### config.mk
export PLATFORM = sky130hd
export DESIGN_NAME = click_log_stream_parser_unit
export DESIGN_NICKNAME = d
export VERILOG_FILES = /design/src/rtl/core/clsp_pkg.sv /design/src/rtl/core/click_log_stream_parser_unit.sv /design/src/rtl/core/clsp_decoder.sv
export VERILOG_INCLUDE_DIRS = /design/src /design/src/rtl/core
export SDC_FILE = /design/constraint.sdc
export NUM_CORES = 1
export LEC_CHECK = 0
export BUFFER_PORTS_ARGS = -buffer_cell sky130_fd_sc_hd__buf_2
export CAP_MARGIN = 20
export CORE_MARGIN = 2
export CORE_UTILIZATION = 60
export DETAILED_ROUTE_END_ITERATION = 10
export GPL_TIMING_DRIVEN = 0
export PLACE_DENSITY = 0.76
export SETUP_SLACK_MARGIN = 0.3
export SKIP_LAST_GASP = 1
export SLEW_MARGIN = 20
export SYNTH_ARGS = -nofsm -noshare
export SYNTH_HDL_FRONTEND = slang
export SYNTH_SLANG_ARGS = --single-unit
### constraint.sdc
create_clock -name clk -period 9.4 [get_ports clk]
set_input_delay 2.82 -clock clk [delete_from_list [all_inputs] [get_ports clk]]
set_output_delay 2.82 -clock clk [all_outputs]
set_load 0.03 [all_outputs]
### src/rtl/core/click_log_stream_parser_unit_assert.svh
// Assertion macros shared by the click-log stream parser modules.
`ifndef CLICK_LOG_STREAM_PARSER_UNIT_ASSERT_SVH
`define CLICK_LOG_STREAM_PARSER_UNIT_ASSERT_SVH

// The consequent must hold in the same cycle as the antecedent.
`define CLSP_ASSERT_SAME(label, ante, cons) \
    label: assert property (@(posedge clk) disable iff (!rst_n) (ante) |-> (cons)) \
        else $error("%m: check failed");

// The consequent must hold in the cycle after the antecedent.
`define CLSP_ASSERT_NEXT(label, ante, cons) \
    label: assert property (@(posedge clk) disable iff (!rst_n) (ante) |=> (cons)) \
        else $error("%m: check failed");

`endif

### src/rtl/core/clsp_pkg.sv
// Shared types and constants of the click-log stream parser.
package clsp_pkg;

    localparam int unsigned BYTE_W   = 8;
    localparam int unsigned WORD_W   = 32;
    localparam int unsigned RANK_W   = 16;
    localparam int unsigned KIND_W   = 3;
    localparam int unsigned SHIFT_W  = 24;
    localparam int unsigned M_DATA_W = 96;

    localparam logic [BYTE_W-1:0] CFG_MASK_RESET = 8'h01;

    // Parser phases, one for each field kind of the stream.
    typedef enum logic [3:0] {
        PH_OPTS   = 4'd0,
        PH_SESSC  = 4'd1,
        PH_DUP    = 4'd2,
        PH_CLICKC = 4'd3,
        PH_RANK   = 4'd4,
        PH_GAP    = 4'd5,
        PH_PLAIN  = 4'd6,
        PH_TOTAL  = 4'd7,
        PH_MDOC   = 4'd8,
        PH_MASS   = 4'd9
    } phase_t;

    // Kinds of decoded records.
    typedef enum logic [KIND_W-1:0] {
        KIND_QUERY      = 3'd0,
        KIND_SESSION    = 3'd1,
        KIND_CLICK      = 3'd2,
        KIND_PLAIN_DOC  = 3'd3,
        KIND_RANK_TOTAL = 3'd4,
        KIND_MASS_DOC   = 3'd5,
        KIND_ZERO_MASS  = 3'd6
    } kind_t;

    // One decoded record.
    typedef struct packed {
        kind_t             kind;
        logic [WORD_W-1:0] query_id;
        logic [WORD_W-1:0] first_value;
        logic [WORD_W-1:0] second_value;
    } record_t;

endpackage

### src/rtl/core/click_log_stream_parser_unit.sv
// Top level of the click-log stream parser: byte stream in, decoded records out.
//
// Takes one stream byte per transfer on the slave side and emits at most one
// decoded record per byte on the master side; the record of a byte that completes
// a field with a result is registered into the output register, or into the skid
// register behind a stalled record. The parse state is updated by one pass of
// logic per byte, so a byte is taken in every clock while s_tready is high; a
// two-entry output buffer (output register plus skid register) keeps input flowing
// while one record waits, and s_tready drops only when both entries are full.
module click_log_stream_parser_unit
(
    input  logic                            clk,
    input  logic                            rst_n,
    input  logic                            cfg_we,
    input  logic [clsp_pkg::BYTE_W-1:0]     cfg_wdata,   // concrete_flag_mask
    input  logic                            s_tvalid,
    output logic                            s_tready,
    input  logic [clsp_pkg::BYTE_W-1:0]     s_tdata,     // stream_byte
    output logic                            m_tvalid,
    input  logic                            m_tready,
    // query_id [31:0], first_value [63:32], second_value [95:64]
    output logic [clsp_pkg::M_DATA_W-1:0]   m_tdata,
    output logic [clsp_pkg::KIND_W-1:0]     m_tuser      // record_kind
);
    import clsp_pkg::*;

    `include "click_log_stream_parser_unit_assert.svh"

    logic    in_xfer;
    logic    out_xfer;
    logic    dec_valid;
    record_t dec_rec;
    logic    push;
    logic    main_valid_reg, main_valid_next;
    logic    skid_valid_reg, skid_valid_next;
    record_t main_reg;
    record_t skid_reg;

    assign in_xfer  = s_tvalid && s_tready;
    assign out_xfer = main_valid_reg && m_tready;
    assign push     = in_xfer && dec_valid;

    clsp_decoder u_decoder
    (
        .clk       (clk),
        .rst_n     (rst_n),
        .cfg_we    (cfg_we),
        .cfg_wdata (cfg_wdata),
        .in_valid  (in_xfer),
        .in_byte   (s_tdata),
        .rec_valid (dec_valid),
        .rec       (dec_rec)
    );

    // Output buffer occupancy.
    always_comb
    begin
        main_valid_next = skid_valid_reg || push || (main_valid_reg && !out_xfer);
        if (skid_valid_reg)
        begin
            skid_valid_next = !out_xfer;
        end
        else
        begin
            skid_valid_next = push && main_valid_reg && !out_xfer;
        end
    end

    always_ff @(posedge clk or negedge rst_n)
    begin
        if (!rst_n)
        begin
            main_valid_reg <= 1'b0;
            skid_valid_reg <= 1'b0;
        end
        else
        begin
            main_valid_reg <= main_valid_next;
            skid_valid_reg <= skid_valid_next;
        end
    end

    // Output buffer payload.
    always_ff @(posedge clk)
    begin
        if (out_xfer && skid_valid_reg)
        begin
            main_reg <= skid_reg;
        end
        else if (push && (!main_valid_reg || out_xfer))
        begin
            main_reg <= dec_rec;
        end

        if (push && main_valid_reg && !out_xfer)
        begin
            skid_reg <= dec_rec;
        end
    end

    assign s_tready = !skid_valid_reg;
    assign m_tvalid = main_valid_reg;
    assign m_tuser  = main_reg.kind;
    assign m_tdata  = {main_reg.second_value, main_reg.first_value, main_reg.query_id};

    // The skid entry is only ever filled behind a full output register.
    `CLSP_ASSERT_SAME(a_skid_behind_main, skid_valid_reg, main_valid_reg)
    // A waiting skid entry is not dropped while the output stalls.
    `CLSP_ASSERT_NEXT(a_skid_kept, skid_valid_reg && !m_tready, skid_valid_reg)
    // A record pushed behind a stalled output lands in the skid entry.
    `CLSP_ASSERT_NEXT(a_skid_fill, push && main_valid_reg && !m_tready,
        skid_valid_reg && main_valid_reg)

endmodule

### src/rtl/core/clsp_decoder.sv
// Parse state and record decode of the click-log stream parser.
module clsp_decoder
(
    input  logic                           clk,
    input  logic                           rst_n,
    input  logic                           cfg_we,
    input  logic [clsp_pkg::BYTE_W-1:0]    cfg_wdata,
    input  logic                           in_valid,
    input  logic [clsp_pkg::BYTE_W-1:0]    in_byte,
    output logic                           rec_valid,
    output clsp_pkg::record_t              rec
);
    import clsp_pkg::*;

    `include "click_log_stream_parser_unit_assert.svh"

    logic [BYTE_W-1:0]  mask_reg;
    phase_t             phase_reg,     phase_next;
    logic [1:0]         pos_reg,       pos_next;
    logic [SHIFT_W-1:0] shift_reg,     shift_next;
    logic               concrete_reg,  concrete_next;
    logic [WORD_W-1:0]  query_reg,     query_next;
    logic [WORD_W-1:0]  sessions_reg,  sessions_next;
    logic [RANK_W-1:0]  clicks_reg,    clicks_next;
    logic [RANK_W-1:0]  prev_rank_reg, prev_rank_next;
    logic [RANK_W-1:0]  highest_reg,   highest_next;
    logic [RANK_W-1:0]  ranks_reg,     ranks_next;
    logic [WORD_W-1:0]  mass_sum_reg,  mass_sum_next;
    logic [WORD_W-1:0]  target_reg,    target_next;
    logic [WORD_W-1:0]  held_reg,      held_next;

    logic               collecting;
    logic               short_field;
    logic               field_done;
    logic [WORD_W-1:0]  assembled;
    logic [RANK_W-1:0]  gap_rank;
    logic [RANK_W-1:0]  new_rank;
    logic [WORD_W:0]    mass_total;
    logic               do_take_rank;
    logic               do_begin_docs;
    logic               do_next_rank;
    logic               do_end_session;

    // Field assembly: little-endian bytes land at the current byte position.
    always_comb
    begin
        collecting  = (phase_reg != PH_OPTS) && (phase_reg != PH_GAP);
        short_field = (phase_reg == PH_CLICKC) || (phase_reg == PH_RANK);
        field_done  = short_field ? (|pos_reg) : (&pos_reg);
        assembled   = {{(WORD_W-SHIFT_W){1'b0}}, shift_reg}
                    | ({{(WORD_W-BYTE_W){1'b0}}, in_byte} << {pos_reg, 3'b000});
        gap_rank    = prev_rank_reg + {{(RANK_W-BYTE_W){in_byte[BYTE_W-1]}}, in_byte};
        mass_total  = {1'b0, mass_sum_reg} + {1'b0, assembled};
    end

    // Next state and the record of the current byte.
    always_comb
    begin
        phase_next     = phase_reg;
        pos_next       = pos_reg;
        shift_next     = shift_reg;
        concrete_next  = concrete_reg;
        query_next     = query_reg;
        sessions_next  = sessions_reg;
        clicks_next    = clicks_reg;
        prev_rank_next = prev_rank_reg;
        highest_next   = highest_reg;
        ranks_next     = ranks_reg;
        mass_sum_next  = mass_sum_reg;
        target_next    = target_reg;
        held_next      = held_reg;
        do_take_rank   = 1'b0;
        do_begin_docs  = 1'b0;
        do_next_rank   = 1'b0;
        do_end_session = 1'b0;
        new_rank       = gap_rank;
        rec_valid           = 1'b0;
        rec.kind            = KIND_QUERY;
        rec.query_id        = query_reg;
        rec.first_value     = '0;
        rec.second_value    = '0;

        if (in_valid)
        begin
            // Byte position and partial field.
            if (collecting)
            begin
                if (field_done)
                begin
                    pos_next   = '0;
                    shift_next = '0;
                end
                else
                begin
                    pos_next   = pos_reg + 2'd1;
                    shift_next = assembled[SHIFT_W-1:0];
                end
            end

            case (phase_reg)
                PH_OPTS:
                begin
                    concrete_next = |(in_byte & mask_reg);
                    phase_next    = PH_SESSC;
                end
                PH_SESSC:
                begin
                    if (field_done)
                    begin
                        rec_valid       = 1'b1;
                        rec.kind        = KIND_QUERY;
                        rec.first_value = assembled;
                        if (assembled == '0)
                        begin
                            query_next = query_reg + 32'd1;
                        end
                        else
                        begin
                            sessions_next = assembled;
                            phase_next    = PH_DUP;
                        end
                    end
                end
                PH_DUP:
                begin
                    if (field_done)
                    begin
                        held_next  = assembled;
                        phase_next = PH_CLICKC;
                    end
                end
                PH_CLICKC:
                begin
                    if (field_done)
                    begin
                        rec_valid        = 1'b1;
                        rec.kind         = KIND_SESSION;
                        rec.first_value  = held_reg;
                        rec.second_value = {16'h0000, assembled[RANK_W-1:0]};
                        clicks_next      = assembled[RANK_W-1:0];
                        prev_rank_next   = '0;
                        highest_next     = '0;
                        if (assembled[RANK_W-1:0] == '0)
                        begin
                            do_begin_docs = 1'b1;
                        end
                        else
                        begin
                            phase_next = PH_RANK;
                        end
                    end
                end
                PH_RANK:
                begin
                    if (field_done)
                    begin
                        new_rank     = assembled[RANK_W-1:0];
                        do_take_rank = 1'b1;
                    end
                end
                PH_GAP:
                begin
                    new_rank     = gap_rank;
                    do_take_rank = 1'b1;
                end
                PH_PLAIN:
                begin
                    if (field_done)
                    begin
                        rec_valid       = 1'b1;
                        rec.kind        = KIND_PLAIN_DOC;
                        rec.first_value = assembled;
                        do_next_rank    = 1'b1;
                    end
                end
                PH_TOTAL:
                begin
                    if (field_done)
                    begin
                        rec_valid       = 1'b1;
                        rec.kind        = KIND_RANK_TOTAL;
                        rec.first_value = assembled;
                        target_next     = assembled;
                        mass_sum_next   = '0;
                        if (assembled == '0)
                        begin
                            do_next_rank = 1'b1;
                        end
                        else
                        begin
                            phase_next = PH_MDOC;
                        end
                    end
                end
                PH_MDOC:
                begin
                    if (field_done)
                    begin
                        held_next  = assembled;
                        phase_next = PH_MASS;
                    end
                end
                PH_MASS:
                begin
                    if (field_done)
                    begin
                        rec_valid       = 1'b1;
                        rec.first_value = held_reg;
                        if (assembled == '0)
                        begin
                            rec.kind     = KIND_ZERO_MASS;
                            do_next_rank = 1'b1;
                        end
                        else
                        begin
                            rec.kind         = KIND_MASS_DOC;
                            rec.second_value = assembled;
                            if (mass_total >= {1'b0, target_reg})
                            begin
                                do_next_rank = 1'b1;
                            end
                            else
                            begin
                                mass_sum_next = mass_total[WORD_W-1:0];
                                phase_next    = PH_MDOC;
                            end
                        end
                    end
                end
                default:
                begin
                    phase_next = PH_OPTS;
                end
            endcase

            // A click rank is reported and folded into the highest rank.
            if (do_take_rank)
            begin
                rec_valid       = 1'b1;
                rec.kind        = KIND_CLICK;
                rec.first_value = {16'h0000, new_rank};
                if (new_rank > highest_reg)
                begin
                    highest_next = new_rank;
                end
                prev_rank_next = new_rank;
                clicks_next    = clicks_reg - 16'd1;
                if (clicks_reg == 16'd1)
                begin
                    do_begin_docs = 1'b1;
                end
                else
                begin
                    phase_next = PH_GAP;
                end
            end

            // Document fields run over ranks one to the highest rank.
            if (do_begin_docs)
            begin
                ranks_next = highest_next;
                if (highest_next == '0)
                begin
                    do_end_session = 1'b1;
                end
                else
                begin
                    phase_next = concrete_reg ? PH_PLAIN : PH_TOTAL;
                end
            end

            if (do_next_rank)
            begin
                ranks_next = ranks_reg - 16'd1;
                if (ranks_reg == 16'd1)
                begin
                    do_end_session = 1'b1;
                end
                else
                begin
                    phase_next = concrete_reg ? PH_PLAIN : PH_TOTAL;
                end
            end

            // The last session of a query moves on to the next query.
            if (do_end_session)
            begin
                sessions_next = sessions_reg - 32'd1;
                if (sessions_reg == 32'd1)
                begin
                    query_next = query_reg + 32'd1;
                    phase_next = PH_SESSC;
                end
                else
                begin
                    phase_next = PH_DUP;
                end
            end
        end
    end

    // Configuration register.
    always_ff @(posedge clk or negedge rst_n)
    begin
        if (!rst_n)
        begin
            mask_reg <= CFG_MASK_RESET;
        end
        else if (cfg_we)
        begin
            mask_reg <= cfg_wdata;
        end
    end

    // Parser state registers.
    always_ff @(posedge clk or negedge rst_n)
    begin
        if (!rst_n)
        begin
            phase_reg     <= PH_OPTS;
            pos_reg       <= '0;
            shift_reg     <= '0;
            concrete_reg  <= 1'b0;
            query_reg     <= '0;
            sessions_reg  <= '0;
            clicks_reg    <= '0;
            prev_rank_reg <= '0;
            highest_reg   <= '0;
            ranks_reg     <= '0;
            mass_sum_reg  <= '0;
            target_reg    <= '0;
            held_reg      <= '0;
        end
        else
        begin
            phase_reg     <= phase_next;
            pos_reg       <= pos_next;
            shift_reg     <= shift_next;
            concrete_reg  <= concrete_next;
            query_reg     <= query_next;
            sessions_reg  <= sessions_next;
            clicks_reg    <= clicks_next;
            prev_rank_reg <= prev_rank_next;
            highest_reg   <= highest_next;
            ranks_reg     <= ranks_next;
            mass_sum_reg  <= mass_sum_next;
            target_reg    <= target_next;
            held_reg      <= held_next;
        end
    end

    // Single-byte phases never leave a partial field behind.
    `CLSP_ASSERT_SAME(a_no_partial_field,
        (phase_reg == PH_OPTS) || (phase_reg == PH_GAP), pos_reg == 2'd0)
    // Document phases follow the mode chosen by the options byte.
    `CLSP_ASSERT_SAME(a_doc_mode,
        (phase_reg == PH_TOTAL) || (phase_reg == PH_MDOC) || (phase_reg == PH_MASS),
        !concrete_reg)
    // Click and document phases always have work left to count down.
    `CLSP_ASSERT_SAME(a_counts_live,
        (phase_reg == PH_RANK) || (phase_reg == PH_GAP) || (phase_reg == PH_PLAIN)
        || (phase_reg == PH_TOTAL),
        ((clicks_reg != '0) || (phase_reg == PH_PLAIN) || (phase_reg == PH_TOTAL))
        && (sessions_reg != '0))

endmodule

Yosys cells after proc, flatten, opt, wreduce, memory -nomap -nowiden
Cells that the tools add are included.
- add/subtract/negate cells: 7
- magnitude comparators: 2
- equal/unequal tests: 18
- shift operators: 1
- multiplexer cells: 97
- bitwise gates (word level): 2
- reductions and logical operators: 43
- operators by type and width (kind ; number):
    $mux W32 ; 16
    $mux W16 ; 16
    $mux W99 ; 2
    $mux W64 ; 3
    $pmux W32 S2 ; 2
    $pmux W32 S3 ; 1
    $mux W4 ; 18
    $add A32 B32 Y33 ; 1
    $ge A33 B32 Y1 ; 1
    $add A32 B1 Y32 const B ; 1
    $eq A16 B1 Y1 const B ; 2
    $eq A32 B1 Y1 const B ; 1
    $logic_not A16 Y1 ; 2
    $logic_not A32 Y1 ; 1
    $or A24 B32 Y32 ; 1
    $pmux W4 S8 ; 1
    $shl A8 B5 Y32 ; 1
    $sub A16 B1 Y16 const B ; 2
    $sub A32 B1 Y32 const B ; 1
    $mux W1 ; 26
    $mux W24 ; 1
    $add A16 B16 Y16 ; 1
    $eq A4 B3 Y1 const B ; 4
    $gt A16 B16 Y1 ; 1
    other kinds (27) ; 64
- bits in registers: 463
- input port bits: 21
- output and inout port bits: 101
- logic and storage cells: 194

Depth between registers and ports, before layout
- depth after elaboration: 18
- depth in mapped cells: 32
- gate-level depth less buffers: 27

Hierarchy
From an unflattened synthesis, not the netlist that was laid out.
- cells, all modules: 2407
- area total of the unflattened synthesis: 24632.4 um2
- modules (own cells, without submodules) (module ; times used ; cells each ; area an instance (um2) ; sequential area each (um2)):
    clsp_decoder ; 1 ; 2085 ; 17352.9 ; 6582.6
    click_log_stream_parser_unit ; 1 ; 322 ; 7279.5 ; 5995.8

Least setup slack after synthesis
OpenSTA, ideal clock, no wires.
- path kind: in2reg
- from: input s_tdata[5] in the netlist's numbering
- to: register u_decoder.ranks_reg[11]
- setup time: 121 ps
- arrival time: 8225 ps
- required time: 9279 ps
- path slack: 1054 ps
- stages: 27
- buffers on the path: 5
- path through: clkbuf_1 a21oi_1 inv_1 ha_1 clkbuf_1 o21a_1 o211ai_1 o221ai_1 o21a_1 a311o_1 a211oi_1 nor2_1 nor2_1 xnor2_1 ha_1 o21a_1 o21ai_0 a21oi_1 a2111oi_0 o2111ai_1 and3_1 buf_2 or2_2 clkbuf_1 and2_1 clkbuf_1 a22o_1
- cells in the longest elaborated chain, start to end: 11
- elaborated cells between the ends (all ways): 31
- classes of those cells: add/sub (2); order compare (2); shift (1); mux (21); bitwise (1); reduce/logical (4)
- RTL lines (element ; RTL line ; text):
    start, declared ; click_log_stream_parser_unit.sv:18 ; input logic [clsp_pkg::BYTE_W-1:0] s_tdata,
    $shl A8 B5 Y32 * ; clsp_decoder.sv:51 ; | ({{(WORD_W-BYTE_W){1'b0}}, in_byte} << {pos_reg, 3'b000});
    $or A24 B32 Y32 * ; clsp_decoder.sv:51 ;
    net u_decoder.assembled[13] ; clsp_decoder.sv:35 ; logic [WORD_W-1:0] assembled;
    $add A32 B32 Y33 (tied with other cells) ; clsp_decoder.sv:53 ; mass_total = {1'b0, mass_sum_reg} + {1'b0, assembled};
    $ge A33 B32 Y1 (tied with other cells) ; clsp_decoder.sv:218 ; if (mass_total >= {1'b0, target_reg})
    $mux W1 (tied with other cells) ; clsp_decoder.sv:218 ;
    $mux W1 (tied with other cells) ; clsp_decoder.sv:209 ; if (assembled == '0)
    $mux W1 (tied with other cells) ; clsp_decoder.sv:205 ; if (field_done)
    $pmux W1 S3 (tied with other cells) ; clsp_decoder.sv:100 ; case (phase_reg)
    $mux W1 / $mux W16 (equally long branches) ; clsp_decoder.sv:83 ; if (in_valid)
    $reduce_bool A2 Y1 (no source line) / $mux W16 (equally long branches) ; n/a ;
    $reduce_and A2 Y1 (no source line) / $mux W16 (equally long branches) ; n/a ;
    end signal, assigned ; clsp_decoder.sv:345 ; ranks_reg <= ranks_next;
    end, declared ; clsp_decoder.sv:27 ; logic [RANK_W-1:0] ranks_reg, ranks_next;
Mark *: on every way through the listed nets, which the timed path passes. The rest lies on a longest branch. The select of a mux whose other input is x is not followed.
A chain may end at the register's enable or synchronous reset.

Worst setup path after layout
- from: input s_tdata[3] in the netlist's numbering
- to: register u_decoder.phase_reg[3]
- cells in the longest elaborated chain, start to end: 16
- elaborated cells between the ends (all ways): 50
- classes of those cells: add/sub (2); order compare (2); shift (1); mux (41); bitwise (1); reduce/logical (3)
- RTL lines (element ; RTL line ; text):
    $shl A8 B5 Y32 * ; clsp_decoder.sv:51 ;
    $or A24 B32 Y32 * ; clsp_decoder.sv:51 ;
    net u_decoder.assembled[3] ; clsp_decoder.sv:35 ;
    branches (longest 13 deep; another with $add A32 B32 Y33) ; n/a ;
    $mux W4 * ; clsp_decoder.sv:286 ; if (do_end_session)
    end signal, assigned ; clsp_decoder.sv:336 ; phase_reg <= phase_next;
    end, declared ; clsp_decoder.sv:18 ; phase_t phase_reg, phase_next;
Mark *: on every way through the listed nets, which the timed path passes. The select of a mux whose other input is x is not followed.

==> results by group <==
Synthesis
  • Async S/R FF share, synth: 57.24%
  • Post-synth EDFFs: between 150 and 200
  • Synthesis-stage register bit count: approximately 460
  • Syn_area_per_cell: 9.984 um^2
  • YS warnings: 0
  • Cells after Synth: 2,426
  • Number of library cell types mapped by synthesis: 85
  • Top FF cell, synth: dfrtp_1
  • Synthesized Nets: 2,553
  • Post-synthesis sequential area ratio: 51.93%
  • Netlist Area Pre-Place: 0.02422 mm^2

Clock network
  • TritonCTS clock tree: yes
  • Sink Count: 463
  • H-tree Lvls: 2
  • Worst-path clk slew: 0.06 ns
  • Max Root-Sink Buffers: 3
  • Root buffer cell: clkbuf_16
  • Worst-Skew Late Latency: 0.61 ns
  • CTS buffer count: 48
  • CTS Hold Bufs: 0

STA
  • Unrepaired setup endpoints after global routing: no
  • Clock skew: 0.01595 ns
  • Final Max Slew Viols: 0
  • Relative slew slack: 19.06%
  • Fmax: roughly 0.11 GHz
  • # setup viols final: 0
  • WHS: 0.4829 ns
  • TNS Setup: 0 ns
  • Final Cycle Share: 94.49%
  • Least-Margin Pin Slew: 1.214 ns
  • Final hold violation count: 0
  • Min Tclk post-route: between 8 and 9 ns

Drt
  • Via count: 20,700
  • Initial DRC count: 2,456
  • Via density: 6.483
  • DRC Markers: 0
  • Wire per inst: 23.59 um
  • DRT Pass-1 Iters: 9
  • DRT Wirelength: 75,290 um
  • ANT nets after route: 0

Finish
  • Share of layout cells above drive strength 1: around an eighth
  • Commonest cells after routing, fill and taps aside: nand2_1, dfrtp_1, o21ai_0, nor2_1, edfxtp_1
  • P&R area growth vs syn: 14.65%
  • Layout Cell Area excl Fill: 0.02777 mm^2
  • Final net count: 2,755
  • Max FFs per register: 99
  • Post-route insts no fill: 3,192
  • Commonest non-fill, non-tap cell in the layout: nand2_1
  • Antenna diodes: 0

Critical path
  • Critical path origin: s_tdata[3]
  • Slowest stage delay, CP: between 0.5 and 0.6 ns
  • CP cell instances: buf_2 -> a21oi_2 -> inv_1 -> ha_1 -> a21oi_1 -> o211ai_1 -> nor4bb_2 -> o21a_1 -> a311o_1 -> a211oi_2 -> nor2_1 -> nor2_1 -> xnor2_1 -> ha_1 -> o21a_1 -> o21ai_0 -> a21oi_1 -> a2111oi_4 -> a21oi_1 -> nor2_2 -> o21ai_2 -> buf_4 -> buf_4 -> o41ai_1
  • Max stage delay cell, worst path: a21oi_2
  • CP most frequent cell: a21oi_1
  • Critical path buffers and inverters: 4
  • Setup Crit Path Kind: input pin to register
  • CP delay by family, top: compound AO/OA/AOI/OAI gates
  • WP data arrival: 9.34 ns
  • Worst setup EP type: register
  • Critical Path RT: 9.86 ns
  • CP startpoint kind: input pin
  • Max FO, Critical Path: 10
  • Reg-to-Reg Start: u_decoder.pos_reg[0]

Floorplan
  • # rows: 73
  • Die Area: 0.04199 mm^2
  • Die height: about 200 um
  • I/O pin total: 122
  • Starting Density: 60.82%
  • Die W: 204.9 um
  • Core Footprint: 0.03982 mm^2

Power
  • Leak Pwr: 12.31 nW
  • Peak supply drop: between 0.00015 and 0.0002 V
  • Pwr/cell area: 300.2 mW/mm^2
  • Final total power: 8.336 mW

Place
  • PortBufs: 120
  • Placed cells: slightly above 3,000
  • Detail Placement HPWL: 53,880 um
  • Routability cong.: 0.9775
  • Placed cell area: between 0.02 and 0.03 mm^2

Run
  • Max-cap violation count: 0

Hold path
  • Worst hold-check path type: register to register
  • Hold_sp: u_decoder.held_reg[29]

Global route
  • GRT Residual Overflow: 0
  • First-pass GRT wire length: ~110,000 um
  • Largest net degree at the start of global routing: 93
  • Vias in the first global route: 19,760
  • Antenna violations before repair: 2
  • Total GRT Usage: 35.98%

Status
  • Outcome: finished, final reports clean
worst register-to-register path, cell delays in order, from the launching register on:
cell       delay [ns]
dfrtp_1          0.38
clkbuf_1         0.22
nor2_1           0.47
clkbuf_1         0.67
a21oi_2          0.35
inv_1            0.42
ha_1             0.38
a21oi_1          0.18
o211ai_1         0.19
nor4bb_2         0.23
o21a_1           0.27
a311o_1          0.46
a211oi_2         0.28
nor2_1           0.11
nor2_1           0.14
xnor2_1          0.19
ha_1             0.31
o21a_1           0.17
o21ai_0          0.22
a21oi_1          0.11
a2111oi_4        0.35
a21oi_1          0.13
nor2_2           0.48
o21ai_2          0.21
buf_4            0.25
buf_4            0.20
o41ai_1          0.43
cell families (layout without fill, tap and decap cells):
| group | count (synthesis) | count (layout) | share of synthesized area, % |
|---|---|---|---|
| buffers and inverters | 250 | 491 | 3.983 |
| xor gates and xnor gates | 67 | 67 | 2.423 |
| adders and majority gates | 107 | 107 | 5.579 |
| and+or+nand+nor | 771 | 771 | 14.75 |
| AOI/OAI and AO/OA | 727 | 727 | 19.44 |
| muxes | 41 | 41 | 1.901 |
| DFF | 463 | 463 | 51.93 |
cells in the mapped netlist (13+ instances only):
| cell type | instances | area share (%) |
|---|---|---|
| a211oi_1 | 13 | 0.40 |
| a21o_1 | 98 | 3.0 |
| a21oi_1 | 138 | 2.9 |
| a22o_1 | 23 | 0.83 |
| a22oi_1 | 39 | 1.2 |
| a31oi_1 | 26 | 0.67 |
| and3_1 | 21 | 0.54 |
| clkbuf_1 | 107 | 1.7 |
| dfrtp_1 | 264 | 27 |
| edfxtp_1 | 198 | 25 |
| ha_1 | 104 | 5.4 |
| inv_1 | 125 | 1.9 |
| mux2_2 | 40 | 1.9 |
| nand2_1 | 293 | 4.5 |
| nand2b_1 | 15 | 0.39 |
| nand3_1 | 55 | 1.1 |
| nand4_1 | 28 | 0.72 |
| nor2_1 | 204 | 3.2 |
| nor2b_1 | 19 | 0.49 |
| nor3_1 | 40 | 0.83 |
| nor4_1 | 22 | 0.57 |
| o211ai_1 | 21 | 0.65 |
| o21a_1 | 13 | 0.40 |
| o21ai_0 | 210 | 4.3 |
| o22ai_1 | 30 | 0.77 |
| o31ai_1 | 26 | 0.81 |
| xnor2_1 | 33 | 1.2 |
| xor2_1 | 34 | 1.2 |
layout make-up:
cell class | instances | area, um^2
clock inverter | 21 | 296.5
buffer | 124 | 504.2
sequential | 463 | 12580
clock buffer | 68 | 1358
multi-input combinational | 1713 | 10950
tap | 525 | 656.9
timing repair buffer | 152 | 933.4
inverter | 126 | 491.7
fill | 2969 | 12050
final timing paths:
path	slack, ns	depth (start not counted)	endpoint
setup reg to reg	1.44	26	u_decoder.phase_reg[3]
min in group asynchronous	2.20	1	u_decoder.mass_sum_reg[13]
hold reg to reg	0.48	2	u_decoder.held_reg[29]
setup / recovery	0.52	24	u_decoder.phase_reg[3]
hold / removal	0.48	2	u_decoder.held_reg[29]
max in group asynchronous	6.20	2	u_decoder.highest_reg[7]
layer usage:
layer / track usage, % / share of wire (%)
met1: 48.77 / 40
met5: 0 / 0.016
met3: 7.175 / 9.5
met2: 56.43 / 46
met4: 15.93 / 4.3
repair_timing:
item	CTS	global route
endpoints found under the hold margin	0	0
setup endpoints to repair	116	112
pin swaps	2	8
buffers inserted	3	24
gates resized for setup	31	35
where the power goes:
part	leakage (nW)	internal (mW)	total [mW]	switching (mW)
registers	5.29	2.57	2.86	0.294
logic	6.21	1.08	3.46	2.38
clock network	0.808	1.18	2.01	0.834
stage by stage:
step           util (%)  setup WS [ns]
4_1_cts           68.98         0.3244
2_1_floorplan         -          1.054
3_5_place_dp      64.42         -1.790
6_report          69.73         0.5181
5_1_grt           69.73         0.2680
3_3_place_gp      63.98         -1.940
Power figures use the tool's default switching activity.
